<file path="src/sv/tcf_pkg.sv">
// Package for the tilt complementary filter: widths, register indexes,
// reset values, sequencer states and the CORDIC arctangent table.
// No dependencies; imported by tcf_cordic and tilt_complementary_filter_core.
`default_nettype none

package tcf_pkg;

  // Number of CORDIC iterations (valid range 8 to 24)
  localparam int CORDIC_STEPS = 16;
  localparam int CNT_W        = $clog2(CORDIC_STEPS);
  localparam int ATAN_IDX_W   = 5;

  // Datapath widths
  localparam int SMP_W  = 16;  // raw samples
  localparam int XY_W   = 39;  // CORDIC x/y, samples scaled by 2^20 plus growth
  localparam int ANG_W  = 27;  // CORDIC angle accumulator, 1/65536 degree
  localparam int ACC_W  = 17;  // accelerometer angle, 1/256 degree
  localparam int ANGO_W = 24;  // gyro and fused angles
  localparam int DIFF_W = 17;  // gyro sample minus offset
  localparam int MA_W   = 25;  // shared multiplier operand A (signed)
  localparam int MB_W   = 18;  // shared multiplier operand B (signed)
  localparam int MP_W   = MA_W + MB_W;
  localparam int SUM_W  = 28;  // pre-saturation sums

  localparam logic signed [ANG_W-1:0] HALF_TURN = ANG_W'(180 * 65536);
  localparam int ACC_LIMIT = 46080;
  localparam logic [ACC_W-1:0] ALPHA_ONE = ACC_W'(65536);

  // Configuration register indexes
  localparam int CFG_AW = 2;
  localparam int CFG_DW = 17;
  localparam logic [CFG_AW-1:0] REG_GYRO_OFFSET  = 2'd0;
  localparam logic [CFG_AW-1:0] REG_GYRO_GAIN    = 2'd1;
  localparam logic [CFG_AW-1:0] REG_ACCEL_WEIGHT = 2'd2;

  // Reset values of the registers
  localparam logic signed [15:0] GYRO_OFFSET_RST  = 16'sd16;
  localparam logic [15:0]        GYRO_GAIN_RST    = 16'd512;
  localparam logic [16:0]        ACCEL_WEIGHT_RST = 17'd852;

  // Sequencer states
  typedef enum logic [2:0] {
    S_IDLE,
    S_GMUL,
    S_GSUM,
    S_WAIT,
    S_FMUL,
    S_FSUM
  } tcf_state_e;

  // Arctangent of 2^-i in 1/65536 degree, rounded to nearest
  function automatic logic signed [ANG_W-1:0] atan_lut(input logic [ATAN_IDX_W-1:0] idx);
    logic signed [ANG_W-1:0] v;
    case (idx)
      5'd0:    v = 27'sd2949120;
      5'd1:    v = 27'sd1740967;
      5'd2:    v = 27'sd919879;
      5'd3:    v = 27'sd466945;
      5'd4:    v = 27'sd234379;
      5'd5:    v = 27'sd117304;
      5'd6:    v = 27'sd58666;
      5'd7:    v = 27'sd29335;
      5'd8:    v = 27'sd14668;
      5'd9:    v = 27'sd7334;
      5'd10:   v = 27'sd3667;
      5'd11:   v = 27'sd1833;
      5'd12:   v = 27'sd917;
      5'd13:   v = 27'sd458;
      5'd14:   v = 27'sd229;
      5'd15:   v = 27'sd115;
      5'd16:   v = 27'sd57;
      5'd17:   v = 27'sd29;
      5'd18:   v = 27'sd14;
      5'd19:   v = 27'sd7;
      5'd20:   v = 27'sd4;
      5'd21:   v = 27'sd2;
      5'd22:   v = 27'sd1;
      default: v = 27'sd0;
    endcase
    return v;
  endfunction

  // Saturate a sum to the 24-bit angle range
  function automatic logic signed [ANGO_W-1:0] sat24(input logic signed [SUM_W-1:0] v);
    logic signed [ANGO_W-1:0] r;
    if (v > SUM_W'(8388607)) begin
      r = 24'sh7FFFFF;
    end else if (v < -SUM_W'(8388608)) begin
      r = 24'sh800000;
    end else begin
      r = v[ANGO_W-1:0];
    end
    return r;
  endfunction

endpackage

`default_nettype wire

</file>
<file path="src/sv/tcf_cordic.sv">
// Iterative vectoring CORDIC: one shift-add step per cycle, giving the
// accelerometer tilt -atan2(ax, az) in 1/256 degree.
// Depends on tcf_pkg for widths and the arctangent table.
`default_nettype none

module tcf_cordic import tcf_pkg::*; (
  input  wire logic                    clk_i,
  input  wire logic                    rst_ni,
  input  wire logic                    start_i,
  input  wire logic signed [SMP_W-1:0] ax_i,
  input  wire logic signed [SMP_W-1:0] az_i,
  output logic                         valid_o,
  output logic signed [ACC_W-1:0]      angle_o
);

  logic signed [XY_W-1:0]  x_q, y_q;
  logic signed [XY_W-1:0]  x_ld, y_ld;
  logic signed [XY_W-1:0]  dx, dy;
  logic signed [ANG_W-1:0] z_q, z_ld, z_rnd;
  logic signed [ANG_W-9:0] z_sh;
  logic signed [ANG_W-8:0] r_neg;
  logic [CNT_W-1:0]        cnt_q;
  logic                    busy_q, valid_q, zero_q;

  // Load values: scale by 2^20, turn by half a turn when az is negative
  always_comb begin
    x_ld = XY_W'(az_i) <<< 20;
    y_ld = XY_W'(ax_i) <<< 20;
    z_ld = '0;
    if (az_i < 0) begin
      x_ld = -x_ld;
      y_ld = -y_ld;
      z_ld = (ax_i >= 0) ? HALF_TURN : -HALF_TURN;
    end
  end

  assign dx = y_q >>> cnt_q;
  assign dy = x_q >>> cnt_q;

  // Control: count iterations, hold valid until the next start
  always_ff @(posedge clk_i or negedge rst_ni) begin
    if (!rst_ni) begin
      busy_q  <= 1'b0;
      valid_q <= 1'b0;
      cnt_q   <= '0;
    end else if (start_i) begin
      busy_q  <= 1'b1;
      valid_q <= 1'b0;
      cnt_q   <= '0;
    end else if (busy_q) begin
      cnt_q <= cnt_q + 1'b1;
      if (cnt_q == CNT_W'(CORDIC_STEPS - 1)) begin
        busy_q  <= 1'b0;
        valid_q <= 1'b1;
      end
    end
  end

  // Datapath: rotate toward the x axis, accumulate the angle
  always_ff @(posedge clk_i) begin
    if (start_i) begin
      x_q    <= x_ld;
      y_q    <= y_ld;
      z_q    <= z_ld;
      zero_q <= (ax_i == '0) && (az_i == '0);
    end else if (busy_q) begin
      if (y_q > 0) begin
        x_q <= x_q + dx;
        y_q <= y_q - dy;
        z_q <= z_q + atan_lut(ATAN_IDX_W'(cnt_q));
      end else begin
        x_q <= x_q - dx;
        y_q <= y_q + dy;
        z_q <= z_q - atan_lut(ATAN_IDX_W'(cnt_q));
      end
    end
  end

  // Round to 1/256 degree, negate and clamp
  always_comb begin
    z_rnd = z_q + ANG_W'(128);
    z_sh  = z_rnd[ANG_W-1:8];
    r_neg = -(ANG_W-7)'(z_sh);
    if (zero_q) begin
      angle_o = '0;
    end else if (r_neg > (ANG_W-7)'(ACC_LIMIT)) begin
      angle_o = ACC_W'(ACC_LIMIT);
    end else if (r_neg < -(ANG_W-7)'(ACC_LIMIT)) begin
      angle_o = -ACC_W'(ACC_LIMIT);
    end else begin
      angle_o = r_neg[ACC_W-1:0];
    end
  end

  assign valid_o = valid_q;

endmodule

`default_nettype wire

</file>
<file path="src/sv/tilt_complementary_filter_core.sv">
// Tilt complementary filter top level: configuration registers, sequencer,
// shared multiplier, output register. Uses tcf_pkg and tcf_cordic.
//
// Usage:
//   s_axis carries one IMU sample per item (accel_x, accel_z, gyro_y).
//   m_axis returns one result per item (angle_accel, gyro_track,
//   angle_fused), all in 1/256 degree.
//   The cfg port writes gyro_offset, gyro_gain and accel_weight, one per
//   cycle with cfg_we_i high; write only while the block is idle.
// Timing:
//   An item passes through the sequencer states GMUL, GSUM, WAIT, FMUL and
//   FSUM to the output register; the CORDIC iteration loop, one step per
//   cycle, sets how long WAIT lasts. The gyro multiply shares its cycles
//   with the CORDIC; the blend multiply follows it on the same multiplier.
//   s_axis_tready is high only while the sequencer is idle, so a new item
//   is taken only after the last result is loaded into the output register.
// Reset:
//   Registers return to offset 16, gain 512, weight 852; the fused angle
//   clears to zero and no result is pending.
// Stall:
//   A result waits in the output register; the next item is accepted
//   meanwhile, and its result holds in the sequencer until the register frees.
`default_nettype none

module tilt_complementary_filter_core import tcf_pkg::*; (
  input  wire logic              clk_i,
  input  wire logic              rst_ni,
  // Input items
  input  wire logic              s_axis_tvalid,
  output logic                   s_axis_tready,
  input  wire logic [47:0]       s_axis_tdata,   // accel_x, accel_z, gyro_y
  // Result items
  output logic                   m_axis_tvalid,
  input  wire logic              m_axis_tready,
  output logic [71:0]            m_axis_tdata,   // angle_accel, gyro_track, angle_fused, 0 pad
  // Configuration writes
  input  wire logic              cfg_we_i,
  input  wire logic [CFG_AW-1:0] cfg_addr_i,
  input  wire logic [CFG_DW-1:0] cfg_wdata_i
);

  tcf_state_e state_q, state_d;

  logic signed [15:0]        gyro_offset_q;
  logic [15:0]               gyro_gain_q;
  logic [16:0]               accel_weight_q;
  logic [ACC_W-1:0]          alpha;

  logic signed [SMP_W-1:0]   ax, az, gy;
  logic                      in_acc, out_load;
  logic signed [DIFF_W-1:0]  diff_q;
  logic signed [MA_W-1:0]    mul_a;
  logic signed [MB_W-1:0]    mul_b;
  logic signed [MP_W-1:0]    mul_p, mul_q, step_w;
  logic signed [SUM_W-1:0]   gsum;
  logic signed [ANGO_W-1:0]  gyro_q, fused_q, fused_new;
  logic signed [ACC_W-1:0]   acc_q, cord_angle;
  logic signed [MP_W:0]      fsum;
  logic                      cord_valid;

  logic                      m_valid_q;
  logic [71:0]               m_data_q;

  assign ax = s_axis_tdata[15:0];
  assign az = s_axis_tdata[31:16];
  assign gy = s_axis_tdata[47:32];

  assign s_axis_tready = (state_q == S_IDLE);
  assign in_acc        = s_axis_tvalid && s_axis_tready;

  // Configuration registers
  always_ff @(posedge clk_i or negedge rst_ni) begin
    if (!rst_ni) begin
      gyro_offset_q  <= GYRO_OFFSET_RST;
      gyro_gain_q    <= GYRO_GAIN_RST;
      accel_weight_q <= ACCEL_WEIGHT_RST;
    end else if (cfg_we_i) begin
      case (cfg_addr_i)
        REG_GYRO_OFFSET:  gyro_offset_q  <= cfg_wdata_i[15:0];
        REG_GYRO_GAIN:    gyro_gain_q    <= cfg_wdata_i[15:0];
        REG_ACCEL_WEIGHT: accel_weight_q <= cfg_wdata_i;
        default: ;
      endcase
    end
  end

  // Clamp the weight to one
  assign alpha = (accel_weight_q > ALPHA_ONE) ? ALPHA_ONE : accel_weight_q;

  tcf_cordic u_cordic (
    .clk_i   (clk_i),
    .rst_ni  (rst_ni),
    .start_i (in_acc),
    .ax_i    (ax),
    .az_i    (az),
    .valid_o (cord_valid),
    .angle_o (cord_angle)
  );

  // Sequencer next state
  always_comb begin
    state_d  = state_q;
    out_load = 1'b0;
    case (state_q)
      S_IDLE: if (in_acc) state_d = S_GMUL;
      S_GMUL: state_d = S_GSUM;
      S_GSUM: state_d = S_WAIT;
      S_WAIT: if (cord_valid) state_d = S_FMUL;
      S_FMUL: state_d = S_FSUM;
      S_FSUM: begin
        if (!m_valid_q || m_axis_tready) begin
          out_load = 1'b1;
          state_d  = S_IDLE;
        end
      end
      default: state_d = S_IDLE;
    endcase
  end

  always_ff @(posedge clk_i or negedge rst_ni) begin
    if (!rst_ni) begin
      state_q <= S_IDLE;
    end else begin
      state_q <= state_d;
    end
  end

  // Shared multiplier operands: gyro step, then blend
  always_comb begin
    case (state_q)
      S_GMUL: begin
        mul_a = MA_W'(diff_q);
        mul_b = MB_W'({2'b00, gyro_gain_q});
      end
      S_FMUL: begin
        mul_a = MA_W'(acc_q) - MA_W'(gyro_q);
        mul_b = MB_W'({1'b0, alpha});
      end
      default: begin
        mul_a = '0;
        mul_b = '0;
      end
    endcase
    mul_p = MP_W'(mul_a) * MP_W'(mul_b);
  end

  // Gyro prediction and blend sums
  always_comb begin
    step_w    = (mul_q + MP_W'(16384)) >>> 15;
    gsum      = SUM_W'(fused_q) + step_w[SUM_W-1:0];
    fsum      = ((MP_W+1)'(gyro_q) <<< 16) + (MP_W+1)'(mul_q) + (MP_W+1)'(32768);
    fused_new = sat24(fsum[SUM_W+15:16]);
  end

  // Datapath registers
  always_ff @(posedge clk_i) begin
    if (in_acc) begin
      diff_q <= DIFF_W'(gy) - DIFF_W'(gyro_offset_q);
    end
    if (state_q == S_GMUL || state_q == S_FMUL) begin
      mul_q <= mul_p;
    end
    if (state_q == S_GSUM) begin
      gyro_q <= sat24(gsum);
    end
    if (state_q == S_WAIT && cord_valid) begin
      acc_q <= cord_angle;
    end
    if (out_load) begin
      m_data_q <= {7'd0, fused_new, gyro_q, acc_q};
    end
  end

  // Fused angle state
  always_ff @(posedge clk_i or negedge rst_ni) begin
    if (!rst_ni) begin
      fused_q <= '0;
    end else if (out_load) begin
      fused_q <= fused_new;
    end
  end

  // Output register: hold until taken
  always_ff @(posedge clk_i or negedge rst_ni) begin
    if (!rst_ni) begin
      m_valid_q <= 1'b0;
    end else if (out_load) begin
      m_valid_q <= 1'b1;
    end else if (m_axis_tready) begin
      m_valid_q <= 1'b0;
    end
  end

  assign m_axis_tvalid = m_valid_q;
  assign m_axis_tdata  = m_data_q;

`ifndef SYNTH
  // The fused angle moves only when a result is loaded
  a_fused_on_load: assert property (@(posedge clk_i) disable iff (!rst_ni)
    (fused_q != $past(fused_q)) |-> $past(out_load))
    else $error("fused angle changed without a result load");

  // The blend multiply starts only with a finished CORDIC angle
  a_fmul_after_cordic: assert property (@(posedge clk_i) disable iff (!rst_ni)
    (state_q == S_FMUL) |-> cord_valid)
    else $error("blend started before the CORDIC finished");

  // An accepted item starts the gyro multiply next cycle
  a_accept_starts: assert property (@(posedge clk_i) disable iff (!rst_ni)
    in_acc |=> (state_q == S_GMUL) && !cord_valid)
    else $error("accepted item did not start the sequencer");
`endif

endmodule

`default_nettype wire

</file>
<file path="config.mk">
export PLATFORM = sky130hd
export DESIGN_NAME = tilt_complementary_filter_core
export DESIGN_NICKNAME = d
export VERILOG_FILES = /design/src/sv/tcf_pkg.sv /design/src/sv/tcf_cordic.sv /design/src/sv/tilt_complementary_filter_core.sv
export SDC_FILE = /design/constraint.sdc
export NUM_CORES = 2
export LEC_CHECK = 0
export ABC_AREA = 1
export BUFFER_PORTS_ARGS = -buffer_cell sky130_fd_sc_hd__buf_2
export CAP_MARGIN = 40
export CELL_PAD_IN_SITES_DETAIL_PLACEMENT = 1
export CELL_PAD_IN_SITES_GLOBAL_PLACEMENT = 1
export CORE_UTILIZATION = 44
export DETAILED_ROUTE_END_ITERATION = 16
export GPL_ROUTABILITY_DRIVEN = 0
export HOLD_SLACK_MARGIN = 0.15
export PLACE_DENSITY = 0.89
export SETUP_SLACK_MARGIN = 0.3
export SLEW_MARGIN = 20
export SYNTH_ARGS = -nofsm -noshare
export SYNTH_HDL_FRONTEND = slang
export SYNTH_SLANG_ARGS = --single-unit
</file>
<file path="constraint.sdc">
create_clock -name clk_i -period 6.9 [get_ports clk_i]
set_input_delay 0 -clock clk_i [delete_from_list [all_inputs] [get_ports clk_i]]
set_output_delay 0 -clock clk_i [all_outputs]
set_load 0.005 [all_outputs]
</file>
==> run_results.csv, run 1 <==
group,metric,value,unit
synth,synth_top_cell_by_area,"fa_1",
clock_network,cts_inserted_buffers,45,
synth,async_flop_share,24.3,%
run_status,status,"aborted with a tool error",
die,io-pin-count,146,
global_routing,grt_max_degree,89,
die,initial_core_util,44.5,%
synth,synth_top_cell_area_share,17.7,%
synth,syn_area,47700,µm²
global_routing,first_global_vias,69100,
synth,synth_seq_cells,341,
clock_network,root_buffer,"clkbuf_16",
die,rows,120,
synth,synth_edf_count,258,
placed_design,dp_hpwl,171,mm
placed_design,post_dp_cell_area,53900,µm²
synth,synth_cell_types,69,
die,die_h,331,µm
clock_network,cts_buffer_depth,3,
run_status,stop_error,"[ERROR GRT-0116] Global routing finished with congestion. Check the congestion regions in the DRC Viewer.",
synth,syn_avg_cell_area,7.20,µm²
run_status,failing_step,"5_1_grt",
clock_network,cts_sinks,341,
global_routing,grt-ovfl-total,26,
synth,yosys_warnings,0,
global_routing,grt_pass1_wl,505,mm
global_routing,grt_usage,64.2,%
die,die_width,331,µm
synth,syn_inst,6618,
synth,seq_area_frac_synth,20.6,%
synth,synthFlopType,"edfxtp_1",
placed_design,place_ws,-1.44,ns
placed_design,port_buffers,138,
synth,synth_area_leaders,"fa_1, edfxtp_1, nand2_1",
clock_network,htreeDepth,2,
[cell usage after synthesis (35+ instances only)]
master / n
ha_1: 312
nor4_1: 39
nand2_1: 1622
a21oi_1: 461
nor2_1: 562
nand2_2: 35
nor3_1: 58
inv_1: 1124
o21ai_0: 338
dfrtp_1: 76
nand3_1: 457
xnor2_1: 78
edfxtp_1: 258
buf_2: 38
a31oi_1: 49
nand4_1: 58
clkbuf_1: 96
xor2_1: 146
fa_1: 421
[what timing repair did]
item	CTS
pin swaps	146
hold buffers	120
setup buffers	69
hold endpoints to repair	203
resized for setup	363
setup endpoints to repair	29
gates cloned	1
[per-layer routing]
layer	global-route usage, %	overflow
met1	63.3	1
met2	79.4	4
met3	52.4	14
met4	60.5	7
met5	32.1	0
[logic make-up after synthesis]
kind of cell    Yosys count  synth area share, %
fa+ha+maj               733                 25.9
simple gates           2932                 26.0
xor+xnor                226                 4.21
flops                   341                 20.6
mux                       1               0.0210
compound gates         1056                 12.4
buf+inv                1328                 10.9
other cells               1              0.00787
[per-stage QoR]
step | cells | utilization, % | hold WS, ns
2_1_floorplan | 6624 | - | -0.296
3_3_place_gp | 8474 | 50.2 | -0.0465
3_5_place_dp | 8481 | 50.3 | -0.0267
4_1_cts | 8753 | 54.6 | 0.220
==> inputs of run 2 (changes only) <==
--- a/config.mk
+++ b/config.mk
@@ -8,14 +8,10 @@
 export ABC_AREA = 1
 export BUFFER_PORTS_ARGS = -buffer_cell sky130_fd_sc_hd__buf_2
 export CAP_MARGIN = 40
-export CELL_PAD_IN_SITES_DETAIL_PLACEMENT = 1
-export CELL_PAD_IN_SITES_GLOBAL_PLACEMENT = 1
-export CORE_UTILIZATION = 44
+export CORE_UTILIZATION = 35
 export DETAILED_ROUTE_END_ITERATION = 16
 export GPL_ROUTABILITY_DRIVEN = 0
-export HOLD_SLACK_MARGIN = 0.15
-export PLACE_DENSITY = 0.89
-export SETUP_SLACK_MARGIN = 0.3
+export PLACE_DENSITY_LB_ADDON = 0.15
 export SLEW_MARGIN = 20
 export SYNTH_ARGS = -nofsm -noshare
 export SYNTH_HDL_FRONTEND = slang
==> constraint.sdc (replaced) <==
create_clock -name clk_i -period 9 [get_ports clk_i]
set_input_delay 0 -clock clk_i [delete_from_list [all_inputs] [get_ports clk_i]]
set_output_delay 0 -clock clk_i [all_outputs]
set_load 0.005 [all_outputs]
==> run 2 against run 1 <==
Against the previous run: the run now ends clean; area after synthesis is the same; synthesized cell count is the same.
==> run_results.csv, run 2 <==
group,metric,value,unit
run_status,status,"finished clean",
synth,synth_compound_area_share,12.4,%
layout,fin_util,39.5,%
layout,area_delta_synth_final,12.2,%
die,die_h,371,µm
die,rows,135,
clock_network,clk_pin_slew,0.06,ns
clock_network,cts_inserted_buffers,48,
synth,seq_area_frac_synth,20.6,%
route,drt_pass1_iterations,8,
clock_network,htreeDepth,2,
clock_network,worstSkewPairLatency,0.64,ns
route,drc,0,
global_routing,antenna_found_initial,12,
worst_setup_path,critPathKind,"flop to flop",
synth,synth_xor_area_share,4.21,%
route,top_layer_used,"met5",
worst_setup_path,critPathMaxFanout,7,
global_routing,first_global_vias,42900,
global_routing,grt_pass1_wl,253,mm
hold_path,min-delay-start,"s_axis_tdata[31]",
placed_design,dp_hpwl,136,mm
clock_network,cts_buffer_depth,3,
route,ant_nets,0,
global_routing,grt_max_degree,89,
synth,synth_top_cell_area_share,17.7,%
route,routed-via-count,44400,
die,die_width,371,µm
global_routing,grt_usage,23.8,%
worst_setup_path,end_kind,"flop",
worst_setup_path,arrival,8.82,ns
route,drt_iter0_drc,3587,
route,drt_wl_total,166,mm
timing,period_needed,8.44,ns
route,wl_per_cell,19.1,µm
layout,fin_nets,7659,
global_routing,grt-ovfl-total,0,
worst_setup_path,cpMaxStageDelayCell,"fa_1",
synth,synth_top_family_by_area,"simple AND/OR/NAND/NOR gates",
synth,synth_top_cell_by_area,"fa_1",
timing,drv_slew,0,
synth,synth_area_leaders,"fa_1, edfxtp_1, nand2_1",
layout,layout-drive-gt1-share,7.50,%
die,core,135000,µm²
route,avgViaCountPerCell,5.12,
synth,synthTopCellsByCount,"nand2_1, inv_1, nor2_1, a21oi_1, nand3_1",
synth,syn_area,47700,µm²
worst_setup_path,worstReg2RegStart,"gyro_q[9]$_SDFFCE_PN1P_",
timing,max_freq,119,MHz
route,met3_length,10.5,mm
worst_setup_path,crit_path_start_kind,"flop",
synth,async_flop_share,24.3,%
synth,synth_seq_cells,341,
synth,synth_cell_types,69,
worst_setup_path,worst_path_largest_cell_delay,0.58,ns
synth,synth_mux_area_share,0.0210,%
synth,syn_inst,6618,
timing,hold_violations,0,
synth,synth_fa_ha_area_share,25.9,%
worst_setup_path,rrSetupSlack,0.56,ns
worst_setup_path,crit_start,"gyro_q[9]$_SDFFCE_PN1P_",
synth,yosys_warnings,0,
layout,largest_reg_flops,65,
synth,synth_edf_count,258,
layout,layout_common_cells,"nand2_1, inv_1, nor2_1",
timing,relSlewSlack,26.9,%
timing,fin_skew,0.0339,ns
route,met1_length,74.1,mm
die,die-area,138000,µm²
timing,fin_crit_sh,93.7,%
worst_setup_path,cp.required,9.38,ns
clock_network,cts_sinks,341,
die,io-pin-count,146,
synth,synthFlopType,"edfxtp_1",
layout,final_common_cell,"nand2_1",
clock_network,root_buffer,"clkbuf_16",
synth,yosys.area_share.simple,26.0,%
die,initial_core_util,35.2,%
flow_run,maxCapViolCount,0,
clock_network,cts_tree,"yes",
timing,setup_viol,0,
synth,syn_avg_cell_area,7.20,µm²
placed_design,port_buffers,138,
synth,synth_most_common_cell,"nand2_1",
route,dr_wl_met2,76.9,mm
timing,worst_pin_slew,1.10,ns
hold_path,hp-class,"input port to flop",
==> run 2: what timing repair did <==
item                       CTS  global route
setup endpoints to repair    0            12
buffers inserted             0             4
hold endpoints to repair   180             0
resized for setup            0            12
hold buffers                90             0
==> run 2: critical path, delay by kind of cell (launching register included) <==
family | cells | cell delay [ns]
DFF | 1 | 0.42
buffers and inverters | 8 | 0.77
adders and majority gates | 8 | 3.92
xor gates and xnor gates | 1 | 0.14
AOI/OAI and AO/OA | 7 | 1.63
and+or+nand+nor | 10 | 1.31
==> run 2: cell type report <==
type	instances	area, µm²
diodes	2	5.00
repair buffers	359	2740
inverters	1149	4330
fillers	14200	81800
well taps	1781	2230
clock buffers	62	1330
flip-flops and latches	341	9840
multi-input cells	4955	32700
clock inverters	28	279
==> run 2: per-layer routing <==
layer  global-route usage [%]  vias up
li1                         -    21800
met2                     39.4     1244
met1                     32.5    21200
met5                        0        -
met3                     3.47      193
met4                     5.52       14
==> run 2: cells by family after synthesis <==
kind of cell / count (synthesis)
AND/OR/NAND/NOR: 2932
buffers and inverters: 1328
AO/OA/AOI/OAI: 1056
adder cells (fa/ha/maj): 733
flip-flops: 341
XOR/XNOR: 226
other: 1
multiplexers: 1
==> run 2: worst paths after layout <==
path,end,depth (start not counted)
setup / recovery,mul_q[40]$_DFFE_PN_,34
hold / removal,u_cordic.y_q[37]$_DFFE_PP_,4
setup reg to reg,mul_q[40]$_DFFE_PN_,34
hold reg to reg,m_axis_tdata[0]$_DFFE_PP_,0
max in group asynchronous,gyro_gain_q[9]$_DFFE_PN1P_,5
min in group asynchronous,fused_q[18]$_DFFE_PN0P_,4
==> run 2: stage by stage <==
| stage | setup WS, ns | cells | cell area (µm²) | hold slack (ns) | setup TNS [ns] |
|---|---|---|---|---|---|
| final | 0.563 | 8677 | 53500 | 0.0764 | 0 |
| after global placement | 0.383 | 8476 | 50600 | -0.0792 | 0 |
| after global routing | -0.0485 | 8677 | 53500 | 0.0845 | -0.0485 |
| after detailed placement | 0.278 | 8485 | 50800 | -0.0768 | 0 |
| after floorplan | 1.43 | 6624 | 47700 | -0.296 | 0 |
| after CTS | 0.247 | 8665 | 53300 | 0.0389 | 0 |
Power of run 2 is not shown: default switching activity piles up to over one toggle a cycle in this logic, so the estimate is an artifact.
